`config.mk`:
```
export PLATFORM = sky130hd
export DESIGN_NAME = slot_run_copy_coalescer
export DESIGN_NICKNAME = d
export VERILOG_FILES = /design/src/hdl/scrc_pkg.sv /design/src/hdl/slot_run_copy_coalescer.sv /design/src/hdl/scrc_cfg.sv /design/src/hdl/scrc_front.sv /design/src/hdl/scrc_queue.sv /design/src/hdl/scrc_back.sv
export SDC_FILE = /design/constraint.sdc
export NUM_CORES = 2
export LEC_CHECK = 0
export BUFFER_PORTS_ARGS = -buffer_cell sky130_fd_sc_hd__buf_2
export CAP_MARGIN = 20
export CORE_ASPECT_RATIO = 0.8
export CORE_MARGIN = 5
export CORE_UTILIZATION = 46
export DETAILED_ROUTE_END_ITERATION = 8
export GPL_TIMING_DRIVEN = 1
export PLACE_DENSITY = 0.66
export REMOVE_ABC_BUFFERS = 1
export SLEW_MARGIN = 20
export SYNTH_ARGS = -nofsm -noshare
export SYNTH_HDL_FRONTEND = slang
export SYNTH_HIERARCHICAL = 1
export SYNTH_SLANG_ARGS = --single-unit
export TNS_END_PERCENT = 20
```
`constraint.sdc`:
```
create_clock -name clk -period 7.8 [get_ports clk]
set_input_delay 0.78 -clock clk [delete_from_list [all_inputs] [get_ports clk]]
set_output_delay 0.78 -clock clk [all_outputs]
set_load 0.005 [all_outputs]
```
`src/hdl/scrc_pkg.sv`:
```
package scrc_pkg;

    localparam int SLOT_BITS_DEF   = 24;
    localparam int TOKEN_BITS_DEF  = 16;
    localparam int QUEUE_DEPTH_DEF = 4;

    // Widths of the descriptor stream, the APB address and the APB data
    localparam int OUT_DATA_W = 112;
    localparam int ADDR_W     = 6;
    localparam int CFG_DATA_W = 64;

    localparam logic [12:0] SPT_RST = 13'd128;
    localparam logic [16:0] TPP_RST = 17'd1;
    localparam logic [7:0]  LC_RST  = 8'd1;
    localparam logic [24:0] PS_RST  = 25'd1;
    localparam logic [39:0] CTB_RST = 40'd0;
    localparam logic        DIR_RST = 1'b0;

    typedef enum logic [2:0] {
        REG_SPT = 3'd0,
        REG_TPP = 3'd1,
        REG_LC  = 3'd2,
        REG_PS  = 3'd3,
        REG_CTB = 3'd4,
        REG_DIR = 3'd5
    } reg_idx_t;

    typedef struct packed {
        logic [12:0] scalars_per_token;
        logic [16:0] tokens_per_pass;
        logic [7:0]  layer_count;
        logic [24:0] page_slots;
        logic [39:0] cache_total_bytes;
        logic        to_paged;
    } cfg_t;

    typedef struct packed {
        logic full;
        logic empty;
    } q_stat_t;

endpackage

```
`src/hdl/slot_run_copy_coalescer.sv`:
```
// Slot run copy coalescer.
// Input stream (s_*): one transfer per token of a pass. s_tdata carries the
// signed slot index (negative skips the token) and the layer, s_tuser the
// key/value half, s_tlast marks the last token of the pass.
// Output stream (m_*): one copy descriptor per closed run. m_tlast is set on
// the final descriptor that one input transfer causes.
// Configuration: APB port, 64-bit registers at byte address 8*i; pready is always
// high. The user writes them only while idle; the block does not enforce it.
// Throughput: the front takes one token per cycle while the descriptor queue
// has room; a token that closes two runs holds the input until both are queued.
// The back end steps each descriptor through B_TP, B_CACHE, B_PAGED, B_LEN and
// B_CHK with one shared multiplier and takes no new entry until it is back in
// B_IDLE, so it sets the sustained rate when runs are short.
// Reset clears the run tracker, the queue, the output register and loads the
// register defaults. A stalled receiver holds the output register, then the
// back end, then the queue fills and s_tready drops.
module slot_run_copy_coalescer
#(
    parameter int SLOT_BITS   = scrc_pkg::SLOT_BITS_DEF,
    parameter int TOKEN_BITS  = scrc_pkg::TOKEN_BITS_DEF,
    parameter int QUEUE_DEPTH = scrc_pkg::QUEUE_DEPTH_DEF,
    parameter int IN_W        = ((SLOT_BITS + 8 + 7) / 8) * 8
)
(
    input  logic                                 clk,
    input  logic                                 rst_n,
    input  logic                                 s_tvalid,
    output logic                                 s_tready,
    input  logic [IN_W-1:0]                      s_tdata,   // slot_index, layer
    input  logic                                 s_tuser,   // kv_select
    input  logic                                 s_tlast,
    output logic                                 m_tvalid,
    input  logic                                 m_tready,
    // cache_offset, paged_offset, length_bytes, direction, bounds_error
    output logic [scrc_pkg::OUT_DATA_W-1:0]      m_tdata,
    output logic                                 m_tlast,
    input  logic                                 psel,
    input  logic                                 penable,
    input  logic                                 pwrite,
    input  logic [scrc_pkg::ADDR_W-1:0]          paddr,
    input  logic [scrc_pkg::CFG_DATA_W-1:0]      pwdata,
    output logic [scrc_pkg::CFG_DATA_W-1:0]      prdata,
    output logic                                 pready
);

    localparam int ENTRY_W = TOKEN_BITS + 2 * SLOT_BITS + 9;

    scrc_pkg::cfg_t    cfg;
    scrc_pkg::q_stat_t q_stat;
    logic              push;
    logic [ENTRY_W-1:0] push_data;
    logic              pop;
    logic [ENTRY_W-1:0] pop_data;

    assign pready = 1'b1;

    scrc_cfg u_cfg
    (
        .clk     (clk),
        .rst_n   (rst_n),
        .psel    (psel),
        .penable (penable),
        .pwrite  (pwrite),
        .paddr   (paddr),
        .pwdata  (pwdata),
        .prdata  (prdata),
        .cfg     (cfg)
    );

    scrc_front
    #(
        .SLOT_BITS  (SLOT_BITS),
        .TOKEN_BITS (TOKEN_BITS),
        .ENTRY_W    (ENTRY_W)
    )
    u_front
    (
        .clk        (clk),
        .rst_n      (rst_n),
        .in_valid   (s_tvalid),
        .in_ready   (s_tready),
        .slot_index (s_tdata[SLOT_BITS:0]),
        .layer      (s_tdata[SLOT_BITS+7:SLOT_BITS+1]),
        .kv_select  (s_tuser),
        .pass_end   (s_tlast),
        .q_stat     (q_stat),
        .push       (push),
        .push_data  (push_data)
    );

    scrc_queue
    #(
        .WIDTH (ENTRY_W),
        .DEPTH (QUEUE_DEPTH)
    )
    u_queue
    (
        .clk       (clk),
        .rst_n     (rst_n),
        .push      (push),
        .push_data (push_data),
        .pop       (pop),
        .pop_data  (pop_data),
        .q_stat    (q_stat)
    );

    scrc_back
    #(
        .SLOT_BITS  (SLOT_BITS),
        .TOKEN_BITS (TOKEN_BITS),
        .ENTRY_W    (ENTRY_W)
    )
    u_back
    (
        .clk      (clk),
        .rst_n    (rst_n),
        .cfg      (cfg),
        .q_data   (pop_data),
        .q_stat   (q_stat),
        .pop      (pop),
        .m_tvalid (m_tvalid),
        .m_tready (m_tready),
        .m_tdata  (m_tdata),
        .m_tlast  (m_tlast)
    );

endmodule

```
`src/hdl/scrc_cfg.sv`:
```
module scrc_cfg
(
    input  logic                              clk,
    input  logic                              rst_n,
    input  logic                              psel,
    input  logic                              penable,
    input  logic                              pwrite,
    input  logic [scrc_pkg::ADDR_W-1:0]       paddr,
    input  logic [scrc_pkg::CFG_DATA_W-1:0]   pwdata,
    output logic [scrc_pkg::CFG_DATA_W-1:0]   prdata,
    output scrc_pkg::cfg_t                    cfg
);

    scrc_pkg::cfg_t     cfg_reg;
    scrc_pkg::reg_idx_t idx;
    logic               wr;

    assign idx = scrc_pkg::reg_idx_t'(paddr[5:3]);
    assign wr  = psel && penable && pwrite;
    assign cfg = cfg_reg;

    always_ff @(posedge clk or negedge rst_n)
    begin
        if (!rst_n)
        begin
            cfg_reg.scalars_per_token <= scrc_pkg::SPT_RST;
            cfg_reg.tokens_per_pass   <= scrc_pkg::TPP_RST;
            cfg_reg.layer_count       <= scrc_pkg::LC_RST;
            cfg_reg.page_slots        <= scrc_pkg::PS_RST;
            cfg_reg.cache_total_bytes <= scrc_pkg::CTB_RST;
            cfg_reg.to_paged          <= scrc_pkg::DIR_RST;
        end
        else if (wr)
        begin
            unique case (idx)
                scrc_pkg::REG_SPT: cfg_reg.scalars_per_token <= pwdata[12:0];
                scrc_pkg::REG_TPP: cfg_reg.tokens_per_pass   <= pwdata[16:0];
                scrc_pkg::REG_LC:  cfg_reg.layer_count       <= pwdata[7:0];
                scrc_pkg::REG_PS:  cfg_reg.page_slots        <= pwdata[24:0];
                scrc_pkg::REG_CTB: cfg_reg.cache_total_bytes <= pwdata[39:0];
                scrc_pkg::REG_DIR: cfg_reg.to_paged          <= pwdata[0];
                default:           ;
            endcase
        end
    end

    always_comb
    begin
        unique case (idx)
            scrc_pkg::REG_SPT: prdata = 64'(cfg_reg.scalars_per_token);
            scrc_pkg::REG_TPP: prdata = 64'(cfg_reg.tokens_per_pass);
            scrc_pkg::REG_LC:  prdata = 64'(cfg_reg.layer_count);
            scrc_pkg::REG_PS:  prdata = 64'(cfg_reg.page_slots);
            scrc_pkg::REG_CTB: prdata = 64'(cfg_reg.cache_total_bytes);
            scrc_pkg::REG_DIR: prdata = 64'(cfg_reg.to_paged);
            default:           prdata = '0;
        endcase
    end

endmodule

```
`src/hdl/scrc_front.sv`:
```
module scrc_front
#(
    parameter int SLOT_BITS  = scrc_pkg::SLOT_BITS_DEF,
    parameter int TOKEN_BITS = scrc_pkg::TOKEN_BITS_DEF,
    parameter int ENTRY_W    = TOKEN_BITS + 2 * SLOT_BITS + 9
)
(
    input  logic                 clk,
    input  logic                 rst_n,
    input  logic                 in_valid,
    output logic                 in_ready,
    input  logic [SLOT_BITS:0]   slot_index,
    input  logic [6:0]           layer,
    input  logic                 kv_select,
    input  logic                 pass_end,
    input  scrc_pkg::q_stat_t    q_stat,
    output logic                 push,
    output logic [ENTRY_W-1:0]   push_data
);

    logic [TOKEN_BITS:0]    tokcnt_reg,     tokcnt_next;
    logic [TOKEN_BITS-1:0]  start_tok_reg,  start_tok_next;
    logic [SLOT_BITS-1:0]   start_slot_reg, start_slot_next;
    logic [TOKEN_BITS-1:0]  last_tok_reg,   last_tok_next;
    logic [SLOT_BITS-1:0]   last_slot_reg,  last_slot_next;
    logic                   run_valid_reg,  run_valid_next;
    logic                   pend_valid_reg, pend_valid_next;
    logic [ENTRY_W-1:0]     pend_data_reg,  pend_data_next;

    logic                   acc;
    logic                   skip;
    logic [SLOT_BITS-1:0]   slot;
    logic [TOKEN_BITS-1:0]  tok;
    logic                   cont;
    logic                   brk;
    logic                   valid_after;
    logic                   emit_end;
    logic [ENTRY_W-2:0]     old_body;
    logic [ENTRY_W-2:0]     new_body;

    assign in_ready = !pend_valid_reg && !q_stat.full;
    assign acc      = in_valid && in_ready;
    assign skip     = slot_index[SLOT_BITS];
    assign slot     = slot_index[SLOT_BITS-1:0];
    assign tok      = tokcnt_reg[TOKEN_BITS-1:0];

    assign cont = (tok == last_tok_reg + TOKEN_BITS'(1)) &&
                  ({1'b0, slot} == {1'b0, last_slot_reg} + (SLOT_BITS + 1)'(1));
    assign brk  = !skip && run_valid_reg && !cont;

    always_comb
    begin
        start_tok_next  = start_tok_reg;
        start_slot_next = start_slot_reg;
        last_tok_next   = last_tok_reg;
        last_slot_next  = last_slot_reg;
        valid_after     = run_valid_reg;
        if (!skip)
        begin
            if (!run_valid_reg || brk)
            begin
                start_tok_next  = tok;
                start_slot_next = slot;
            end
            last_tok_next  = tok;
            last_slot_next = slot;
            valid_after    = 1'b1;
        end
    end

    assign emit_end = pass_end && valid_after;
    assign old_body = {kv_select, layer, last_slot_reg, start_slot_reg, start_tok_reg};
    assign new_body = {kv_select, layer, last_slot_next, start_slot_next, start_tok_next};

    always_comb
    begin
        push            = 1'b0;
        push_data       = pend_data_reg;
        pend_valid_next = pend_valid_reg;
        pend_data_next  = pend_data_reg;
        tokcnt_next     = tokcnt_reg;
        run_valid_next  = run_valid_reg;
        if (pend_valid_reg)
        begin
            push = !q_stat.full;
            if (!q_stat.full)
            begin
                pend_valid_next = 1'b0;
            end
        end
        else if (acc)
        begin
            // A break on the pass end item closes two runs: hold the second
            if (brk)
            begin
                push      = 1'b1;
                push_data = {!emit_end, old_body};
                if (emit_end)
                begin
                    pend_valid_next = 1'b1;
                    pend_data_next  = {1'b1, new_body};
                end
            end
            else if (emit_end)
            begin
                push      = 1'b1;
                push_data = {1'b1, new_body};
            end
        end
        if (acc)
        begin
            tokcnt_next    = pass_end ? '0 : tokcnt_reg + (TOKEN_BITS + 1)'(1);
            run_valid_next = pass_end ? 1'b0 : valid_after;
        end
    end

    always_ff @(posedge clk or negedge rst_n)
    begin
        if (!rst_n)
        begin
            tokcnt_reg     <= '0;
            start_tok_reg  <= '0;
            start_slot_reg <= '0;
            last_tok_reg   <= '0;
            last_slot_reg  <= '0;
            run_valid_reg  <= 1'b0;
            pend_valid_reg <= 1'b0;
            pend_data_reg  <= '0;
        end
        else
        begin
            tokcnt_reg     <= tokcnt_next;
            run_valid_reg  <= run_valid_next;
            pend_valid_reg <= pend_valid_next;
            pend_data_reg  <= pend_data_next;
            if (acc)
            begin
                start_tok_reg  <= start_tok_next;
                start_slot_reg <= start_slot_next;
                last_tok_reg   <= last_tok_next;
                last_slot_reg  <= last_slot_next;
            end
        end
    end

`ifndef ASSERT_OFF
    a_pass_end_clears: assert property (@(posedge clk) disable iff (!rst_n)
        acc && pass_end |=> tokcnt_reg == '0 && !run_valid_reg)
        else $error("pass end did not clear the run state");

    a_push_source: assert property (@(posedge clk) disable iff (!rst_n)
        push |-> pend_valid_reg || acc)
        else $error("descriptor pushed without an item or a held entry");
`endif

endmodule

```
`src/hdl/scrc_queue.sv`:
```
module scrc_queue
#(
    parameter int WIDTH = 8,
    parameter int DEPTH = scrc_pkg::QUEUE_DEPTH_DEF
)
(
    input  logic               clk,
    input  logic               rst_n,
    input  logic               push,
    input  logic [WIDTH-1:0]   push_data,
    input  logic               pop,
    output logic [WIDTH-1:0]   pop_data,
    output scrc_pkg::q_stat_t  q_stat
);

    localparam int PTR_W = (DEPTH > 1) ? $clog2(DEPTH) : 1;
    localparam int CNT_W = $clog2(DEPTH + 1);

    logic [WIDTH-1:0] entry_reg [DEPTH];
    logic [PTR_W-1:0] wr_ptr_reg, wr_ptr_next;
    logic [PTR_W-1:0] rd_ptr_reg, rd_ptr_next;
    logic [CNT_W-1:0] count_reg,  count_next;

    assign q_stat.full  = (count_reg == CNT_W'(DEPTH));
    assign q_stat.empty = (count_reg == '0);
    assign pop_data     = entry_reg[rd_ptr_reg];

    always_comb
    begin
        wr_ptr_next = wr_ptr_reg;
        rd_ptr_next = rd_ptr_reg;
        count_next  = count_reg;
        if (push)
        begin
            wr_ptr_next = (wr_ptr_reg == PTR_W'(DEPTH - 1)) ? '0 : wr_ptr_reg + PTR_W'(1);
        end
        if (pop)
        begin
            rd_ptr_next = (rd_ptr_reg == PTR_W'(DEPTH - 1)) ? '0 : rd_ptr_reg + PTR_W'(1);
        end
        if (push && !pop)
        begin
            count_next = count_reg + CNT_W'(1);
        end
        else if (pop && !push)
        begin
            count_next = count_reg - CNT_W'(1);
        end
    end

    always_ff @(posedge clk or negedge rst_n)
    begin
        if (!rst_n)
        begin
            wr_ptr_reg <= '0;
            rd_ptr_reg <= '0;
            count_reg  <= '0;
        end
        else
        begin
            wr_ptr_reg <= wr_ptr_next;
            rd_ptr_reg <= rd_ptr_next;
            count_reg  <= count_next;
        end
    end

    always_ff @(posedge clk)
    begin
        if (push)
        begin
            entry_reg[wr_ptr_reg] <= push_data;
        end
    end

`ifndef ASSERT_OFF
    a_no_overflow: assert property (@(posedge clk) disable iff (!rst_n)
        q_stat.full |-> !push)
        else $error("push into a full queue");

    a_no_underflow: assert property (@(posedge clk) disable iff (!rst_n)
        q_stat.empty |-> !pop)
        else $error("pop from an empty queue");
`endif

endmodule

```
`src/hdl/scrc_back.sv`:
```
module scrc_back
#(
    parameter int SLOT_BITS  = scrc_pkg::SLOT_BITS_DEF,
    parameter int TOKEN_BITS = scrc_pkg::TOKEN_BITS_DEF,
    parameter int ENTRY_W    = TOKEN_BITS + 2 * SLOT_BITS + 9
)
(
    input  logic                                 clk,
    input  logic                                 rst_n,
    input  scrc_pkg::cfg_t                       cfg,
    input  logic [ENTRY_W-1:0]                   q_data,
    input  scrc_pkg::q_stat_t                    q_stat,
    output logic                                 pop,
    output logic                                 m_tvalid,
    input  logic                                 m_tready,
    output logic [scrc_pkg::OUT_DATA_W-1:0]      m_tdata,
    output logic                                 m_tlast
);

    localparam int CW   = ((TOKEN_BITS > 26) ? TOKEN_BITS : 26) + 1;
    localparam int PW   = ((SLOT_BITS > 25) ? SLOT_BITS : 25) + 1;
    localparam int NW   = SLOT_BITS + 1;
    localparam int MA   = (CW > PW) ? CW : PW;
    localparam int PRW  = MA + 17;
    localparam int LENX = (NW + 14 > 33) ? NW + 14 : 33;
    localparam int SUMW = ((LENX > 41) ? LENX : 41) + 1;

    localparam int ST_LO = TOKEN_BITS;
    localparam int LS_LO = TOKEN_BITS + SLOT_BITS;
    localparam int LY_LO = TOKEN_BITS + 2 * SLOT_BITS;

    typedef enum logic [2:0] {
        B_IDLE,
        B_TP,
        B_CACHE,
        B_PAGED,
        B_LEN,
        B_CHK
    } bstate_t;

    bstate_t                            state_reg,    state_next;
    logic [8:0]                         a_reg,        a_next;
    logic [TOKEN_BITS-1:0]              tok_reg,      tok_next;
    logic [PW-1:0]                      pbase_reg,    pbase_next;
    logic [NW-1:0]                      cnt_reg,      cnt_next;
    logic                               last_reg,     last_next;
    logic [CW-1:0]                      t_reg,        t_next;
    logic [39:0]                        cache_reg,    cache_next;
    logic [37:0]                        paged_reg,    paged_next;
    logic [LENX-1:0]                    len_reg,      len_next;
    logic                               m_tvalid_reg, m_tvalid_next;
    logic [scrc_pkg::OUT_DATA_W-1:0]    m_tdata_reg,  m_tdata_next;
    logic                               m_tlast_reg,  m_tlast_next;

    logic [TOKEN_BITS-1:0]  q_start_tok;
    logic [SLOT_BITS-1:0]   q_start_slot;
    logic [SLOT_BITS-1:0]   q_last_slot;
    logic [6:0]             q_layer;
    logic                   q_kv;
    logic                   q_last;

    logic [MA-1:0]          mul_a;
    logic [16:0]            mul_b;
    logic [PRW-1:0]         prod;
    logic [SUMW-1:0]        end_sum;
    logic                   sat;
    logic                   err;
    logic [31:0]            len_out;

    assign q_start_tok  = q_data[TOKEN_BITS-1:0];
    assign q_start_slot = q_data[LS_LO-1:ST_LO];
    assign q_last_slot  = q_data[LY_LO-1:LS_LO];
    assign q_layer      = q_data[LY_LO+6:LY_LO];
    assign q_kv         = q_data[LY_LO+7];
    assign q_last       = q_data[LY_LO+8];

    assign pop = (state_reg == B_IDLE) && !q_stat.empty;

    // One shared multiplier, one product per step
    always_comb
    begin
        case (state_reg)
            B_TP:
            begin
                mul_a = MA'(a_reg);
                mul_b = cfg.tokens_per_pass;
            end
            B_CACHE:
            begin
                mul_a = MA'(t_reg);
                mul_b = 17'(cfg.scalars_per_token);
            end
            B_PAGED:
            begin
                mul_a = MA'(pbase_reg);
                mul_b = 17'(cfg.scalars_per_token);
            end
            B_LEN:
            begin
                mul_a = MA'(cnt_reg);
                mul_b = 17'(cfg.scalars_per_token);
            end
            default:
            begin
                mul_a = '0;
                mul_b = '0;
            end
        endcase
    end

    assign prod = PRW'(mul_a) * PRW'(mul_b);

    assign end_sum = SUMW'({cache_reg, 1'b0}) + SUMW'(len_reg);
    assign sat     = len_reg > LENX'(33'h0_FFFF_FFFF);
    assign err     = sat || (end_sum > SUMW'(cfg.cache_total_bytes));
    assign len_out = sat ? 32'hFFFF_FFFF : len_reg[31:0];

    always_comb
    begin
        state_next    = state_reg;
        a_next        = a_reg;
        tok_next      = tok_reg;
        pbase_next    = pbase_reg;
        cnt_next      = cnt_reg;
        last_next     = last_reg;
        t_next        = t_reg;
        cache_next    = cache_reg;
        paged_next    = paged_reg;
        len_next      = len_reg;
        m_tvalid_next = m_tvalid_reg && !m_tready;
        m_tdata_next  = m_tdata_reg;
        m_tlast_next  = m_tlast_reg;
        unique case (state_reg)
            B_IDLE:
            begin
                if (!q_stat.empty)
                begin
                    a_next     = q_kv ? 9'(cfg.layer_count) + 9'(q_layer) : 9'(q_layer);
                    tok_next   = q_start_tok;
                    pbase_next = q_kv ? PW'(cfg.page_slots) + PW'(q_start_slot)
                                      : PW'(q_start_slot);
                    cnt_next   = NW'(q_last_slot) - NW'(q_start_slot) + NW'(1);
                    last_next  = q_last;
                    state_next = B_TP;
                end
            end
            B_TP:
            begin
                t_next     = CW'(prod[25:0]) + CW'(tok_reg);
                state_next = B_CACHE;
            end
            B_CACHE:
            begin
                cache_next = prod[39:0];
                state_next = B_PAGED;
            end
            B_PAGED:
            begin
                paged_next = prod[37:0];
                state_next = B_LEN;
            end
            B_LEN:
            begin
                len_next   = LENX'({prod[NW+12:0], 1'b0});
                state_next = B_CHK;
            end
            B_CHK:
            begin
                // Hold until the output register is free
                if (!m_tvalid_reg || m_tready)
                begin
                    m_tvalid_next = 1'b1;
                    m_tdata_next  = {err, cfg.to_paged, len_out, paged_reg, cache_reg};
                    m_tlast_next  = last_reg;
                    state_next    = B_IDLE;
                end
            end
            default:
            begin
                state_next = B_IDLE;
            end
        endcase
    end

    always_ff @(posedge clk or negedge rst_n)
    begin
        if (!rst_n)
        begin
            state_reg    <= B_IDLE;
            a_reg        <= '0;
            tok_reg      <= '0;
            pbase_reg    <= '0;
            cnt_reg      <= '0;
            last_reg     <= 1'b0;
            t_reg        <= '0;
            cache_reg    <= '0;
            paged_reg    <= '0;
            len_reg      <= '0;
            m_tvalid_reg <= 1'b0;
            m_tdata_reg  <= '0;
            m_tlast_reg  <= 1'b0;
        end
        else
        begin
            state_reg    <= state_next;
            a_reg        <= a_next;
            tok_reg      <= tok_next;
            pbase_reg    <= pbase_next;
            cnt_reg      <= cnt_next;
            last_reg     <= last_next;
            t_reg        <= t_next;
            cache_reg    <= cache_next;
            paged_reg    <= paged_next;
            len_reg      <= len_next;
            m_tvalid_reg <= m_tvalid_next;
            m_tdata_reg  <= m_tdata_next;
            m_tlast_reg  <= m_tlast_next;
        end
    end

    assign m_tvalid = m_tvalid_reg;
    assign m_tdata  = m_tdata_reg;
    assign m_tlast  = m_tlast_reg;

`ifndef ASSERT_OFF
    a_chk_waits: assert property (@(posedge clk) disable iff (!rst_n)
        state_reg == B_CHK && m_tvalid_reg && !m_tready |=> state_reg == B_CHK)
        else $error("descriptor finished while the output was stalled");

    a_valid_from_chk: assert property (@(posedge clk) disable iff (!rst_n)
        $rose(m_tvalid_reg) |-> $past(state_reg == B_CHK))
        else $error("output raised outside the final step");
`endif

endmodule

```
==> key figures <==
Global route
  • Initial antenna violation count: 5
  • Largest net degree at the start of global routing: approximately 170
  • Global Route Usage Sum: about a quarter
  • Vias in the first global route: between 40,000 and 50,000
  • Total grt overflow: 0
  • Wire length of the first global-routing pass: between 200,000 and 250,000 um

Floorplanning
  • Core Footprint: about 0.13 sq mm
  • Chip width: around 410 um
  • Row Count: about 120
  • Die Span Y: between 300 and 400 um
  • Boundary Pins: roughly 290
  • Effective utilization at floorplan: a little under half
  • Die footprint: approximately 0.13 sq mm

Critical path
  • Delay of the slowest cell on the worst path: 0.54 ns
  • Slowest-stage cell, CP: sky130_fd_sc_hd__fa_1
  • Data arrival time of the critical path: between 8 and 9 ns
  • Critical Path Fanout Max: 11
  • Count of buffer and inverter cells on the critical path: 11
  • Category of the worst setup path launch point: flip-flop
  • Sort of element at the end of the critical path: flip-flop
  • Dominant delay contributor by cell family on the critical path: adder cells
  • Data required time of the worst path: 8.35 ns
  • Setup Crit Path Kind: reg2reg
  • Top cell by count, worst path: sky130_fd_sc_hd__fa_1

Synth
  • Multiplexer area fraction after synthesis: approximately a tenth
  • Number of unique standard cell types used by synthesis: 94
  • Number of flip-flops and latches in the synthesized netlist: about 900
  • Compound-Gate Fraction of Synth Area: slightly above 10%
  • Cell area after synthesis: ~0.06 sq mm
  • Cells after Synth: about 5,300
  • Number of enable flip-flop cells after synthesis: around 300
  • Sequential cell area fraction in the yosys report: between 40% and 50%
  • Flip-flop cell with the highest count after synthesis: sky130_fd_sc_hd__dfrtp_1
  • Xor-xnor portion of the synthesized cell area: 2.989%
  • Dominant combinational cell family by area after synthesis: adder cells
  • Yosys warns: 6
  • Mean area per synthesized cell: 11.06 sq um
  • Post-synthesis share of cell area spent on full adders, half adders and majority gates: roughly a fifth
  • Post-synthesis simple-gate area fraction: 10.15%
  • Proportion of synthesized flip-flops having asynchronous set or reset: 67.95%

Routing
  • Via total after detailed routing: between 40,000 and 50,000
  • Starting DRC count in detailed routing: about 3,500
  • Average via count per standard cell: 5.520
  • Detailed-routing iteration count for the pre-antenna-repair pass: 7
  • Drt total wl: roughly 160,000 um
  • Number of remaining DRC errors: 0
  • Post-detailed-route wirelength per cell: ~22 um
  • Number of nets still failing antenna checks after routing: 0

CTS
  • TritonCTS buffer count: 93
  • Clock transition at the register clock pins on the worst setup and hold paths after CTS: 0.07 ns
  • Clk sink count: just over 900
  • Buffer depth of the longest clock path: 3
  • Hold-fix buffers, CTS: 0
  • Root buffer selected by CTS: sky130_fd_sc_hd__clkbuf_16
  • Level count of the clock H-tree: 3
  • TritonCTS clock tree: yes
  • Clock insertion delay at the later pin of the skew report: ~0.71 ns

Timing
  • Count of final setup violators: 0
  • Setup TNS after final layout: 0 ns
  • Number of hold violations in the final report: 0
  • Final worst-path cycle share: 97.98%
  • Clock period minus final worst setup slack: 7.642 ns
  • Slew @ Worst Pin: roughly 1.2 ns
  • Post-route worst setup slack: ~0.16 ns
  • Timing-limited maximum frequency: about 130 MHz
  • Final count of pins violating max slew: 0
  • Worst slew margin relative to its limit: a little over a fifth
  • Clock Skew: between 0.04 and 0.05 ns
  • Worst Hold Slack: between 0.15 and 0.2 ns

Final layout
  • Fillers: 10,860
  • Fraction of layout instances using a drive strength above 1: about a fifth
  • Flip-flop count of the largest register after layout: a little under 300
  • Final-stage net count: ~6,500
  • Area delta synth->final: 14.93%
  • Area occupied by registers: around 0.024 sq mm
  • Area of combinational cells with multiple inputs: ~0.031 sq mm
  • Number of standard cells in the layout, taps in and fillers out: between 7,000 and 8,000

Place
  • Port Buffer Count: 238
  • Post-DP HPWL: between 100,000 and 150,000 um
  • Setup WS pre-CTS: -0.2281 ns
  • Final Wtd Congestion: ~0.93
  • Placed cell count: roughly 7,200

Min path
  • Hold Path Class: in2async

Pwr
  • Peak ir drop on the vdd network: 0.3821 mV
  • Areal power density over the cells: 471.6 mW/mm^2
  • Total power after layout: roughly 32 mW
  • Reported leakage power: just over 30 nW

Status
  • Run status: complete, no violations

Flow run
  • Count of maximum capacitance violations: 0
-- final timing paths --
path,startpoint,to,slack [ns],cells after the start
min in group clk,s_tdata[30],u_front/pend_data_reg[69]$_DFFE_PN0P_,0.31,2
setup / recovery,u_back/state_reg[1]$_DFFE_PN0P_,u_back/t_reg[21]$_DFFE_PN0N_,0.16,33
hold reg to reg,u_front/pend_data_reg[72]$_DFFE_PN0P_,u_front/pend_data_reg[72]$_DFFE_PN0P_,0.48,1
hold / removal,rst_n,u_cfg/cfg[84]$_DFFE_PN0P_,0.18,1
max in group asynchronous,rst_n,u_front/run_valid_reg$_DFFE_PN0P_,6.04,2
setup reg to reg,u_back/state_reg[1]$_DFFE_PN0P_,u_back/t_reg[21]$_DFFE_PN0N_,0.16,33
-- timing repair --
action / 4_1_cts / 5_1_grt
gates cloned: 0 / 1
gates resized for setup: 15 / 128
buffers inserted: 3 / 30
pin swaps: 1 / 67
setup endpoints to repair: 20 / 44
-- layer usage --
layer  GRT usage, %  up-vias  routed length, um  part of all wire, %
li1               -    18890                  -                    -
met1          33.13    20780              70480                   44
met2          38.68     1151              75510                   47
met3          3.121      239               8523                  5.3
met4          7.674        0               5714                  3.6
met5              0        -                  0                    0
-- power breakdown --
part / leakage [nW] / switching [mW] / internal, mW / total (mW)
combinational: 18.6 / 10.9 / 8.29 / 19.1
clock: 1.58 / 1.98 / 2.74 / 4.72
sequential: 10.4 / 1.10 / 6.64 / 7.74
total: 30.5 / 13.9 / 17.7 / 31.6
-- layout make-up --
cell class              instances  area share [%]
multi-input cells            3565           46.93
flip-flops and latches        911           36.21
repair buffers                512           5.384
clock buffers                 126           3.993
inverters                     618           3.465
well taps                    1652           3.084
clock inverters                50          0.9184
diodes                          3         0.01120
-- metrics by stage --
step	util, %	area (sq um)
floorplan	-	57350
global placement	49.98	62750
detailed placement	49.98	62750
CTS	52.67	66120
global route	53.39	67020
finish	53.39	67030
-- synthesized netlist by cell type, types with 15 or more instances --
cell,number,share of area (%)
sky130_fd_sc_hd__nand2_1,671,4.3
sky130_fd_sc_hd__inv_1,618,4.0
sky130_fd_sc_hd__dfrtp_1,615,26
sky130_fd_sc_hd__fa_1,375,13
sky130_fd_sc_hd__mux2_2,293,5.7
sky130_fd_sc_hd__edfxtp_1,292,15
sky130_fd_sc_hd__o21ai_0,288,2.5
sky130_fd_sc_hd__ha_1,277,5.9
sky130_fd_sc_hd__nor2_1,216,1.4
sky130_fd_sc_hd__clkbuf_1,171,1.1
sky130_fd_sc_hd__a21oi_1,142,1.2
sky130_fd_sc_hd__xnor2_1,123,1.8
sky130_fd_sc_hd__a21o_1,76,0.98
sky130_fd_sc_hd__xor2_1,76,1.1
sky130_fd_sc_hd__mux4_2,74,2.9
sky130_fd_sc_hd__mux2i_1,71,1.2
sky130_fd_sc_hd__or3_1,60,0.64
sky130_fd_sc_hd__nor3_1,56,0.48
sky130_fd_sc_hd__and2_1,53,0.57
sky130_fd_sc_hd__nand3_1,53,0.45
sky130_fd_sc_hd__buf_4,40,0.51
sky130_fd_sc_hd__buf_2,33,0.28
sky130_fd_sc_hd__nand4_1,33,0.35
sky130_fd_sc_hd__a22o_1,32,0.48
sky130_fd_sc_hd__and3_1,31,0.33
sky130_fd_sc_hd__o22a_1,31,0.47
sky130_fd_sc_hd__nand2b_1,27,0.29
sky130_fd_sc_hd__o21a_1,27,0.35
sky130_fd_sc_hd__o221a_2,27,0.52
sky130_fd_sc_hd__nor2b_1,26,0.28
sky130_fd_sc_hd__a211oi_1,25,0.32
sky130_fd_sc_hd__a222oi_1,24,0.41
sky130_fd_sc_hd__a22oi_1,20,0.26
sky130_fd_sc_hd__o211ai_1,20,0.26
sky130_fd_sc_hd__o21bai_1,20,0.26
sky130_fd_sc_hd__o31ai_1,15,0.19
-- cells in the final DEF (no fill, tap or decap), drive strengths merged, types with 53 or more instances in the layout --
| cell type | count |
|---|---|
| a21o | 76 |
| nand2 | 672 |
| edfxtp | 292 |
| nor3 | 58 |
| inv | 622 |
| mux2 | 307 |
| clkbuf | 127 |
| o21ai | 298 |
| nor2 | 217 |
| mux4 | 74 |
| or3 | 60 |
| dfrtp | 615 |
| nand3 | 53 |
| xor2 | 76 |
| and2 | 53 |
| buf | 511 |
| a21oi | 143 |
| mux2i | 71 |
| ha | 277 |
| fa | 375 |
| conb | 87 |
| xnor2 | 123 |
-- kinds of logic after synthesis --
kind of cell / count (synthesis)
AND/OR/NAND/NOR: 1295
other: 4
XOR/XNOR: 199
buffers and inverters: 882
AO/OA/AOI/OAI: 880
flip-flops: 911
adder cells (fa/ha/maj): 652
multiplexers: 452
Note: power is estimated with default switching activity, not from simulation.
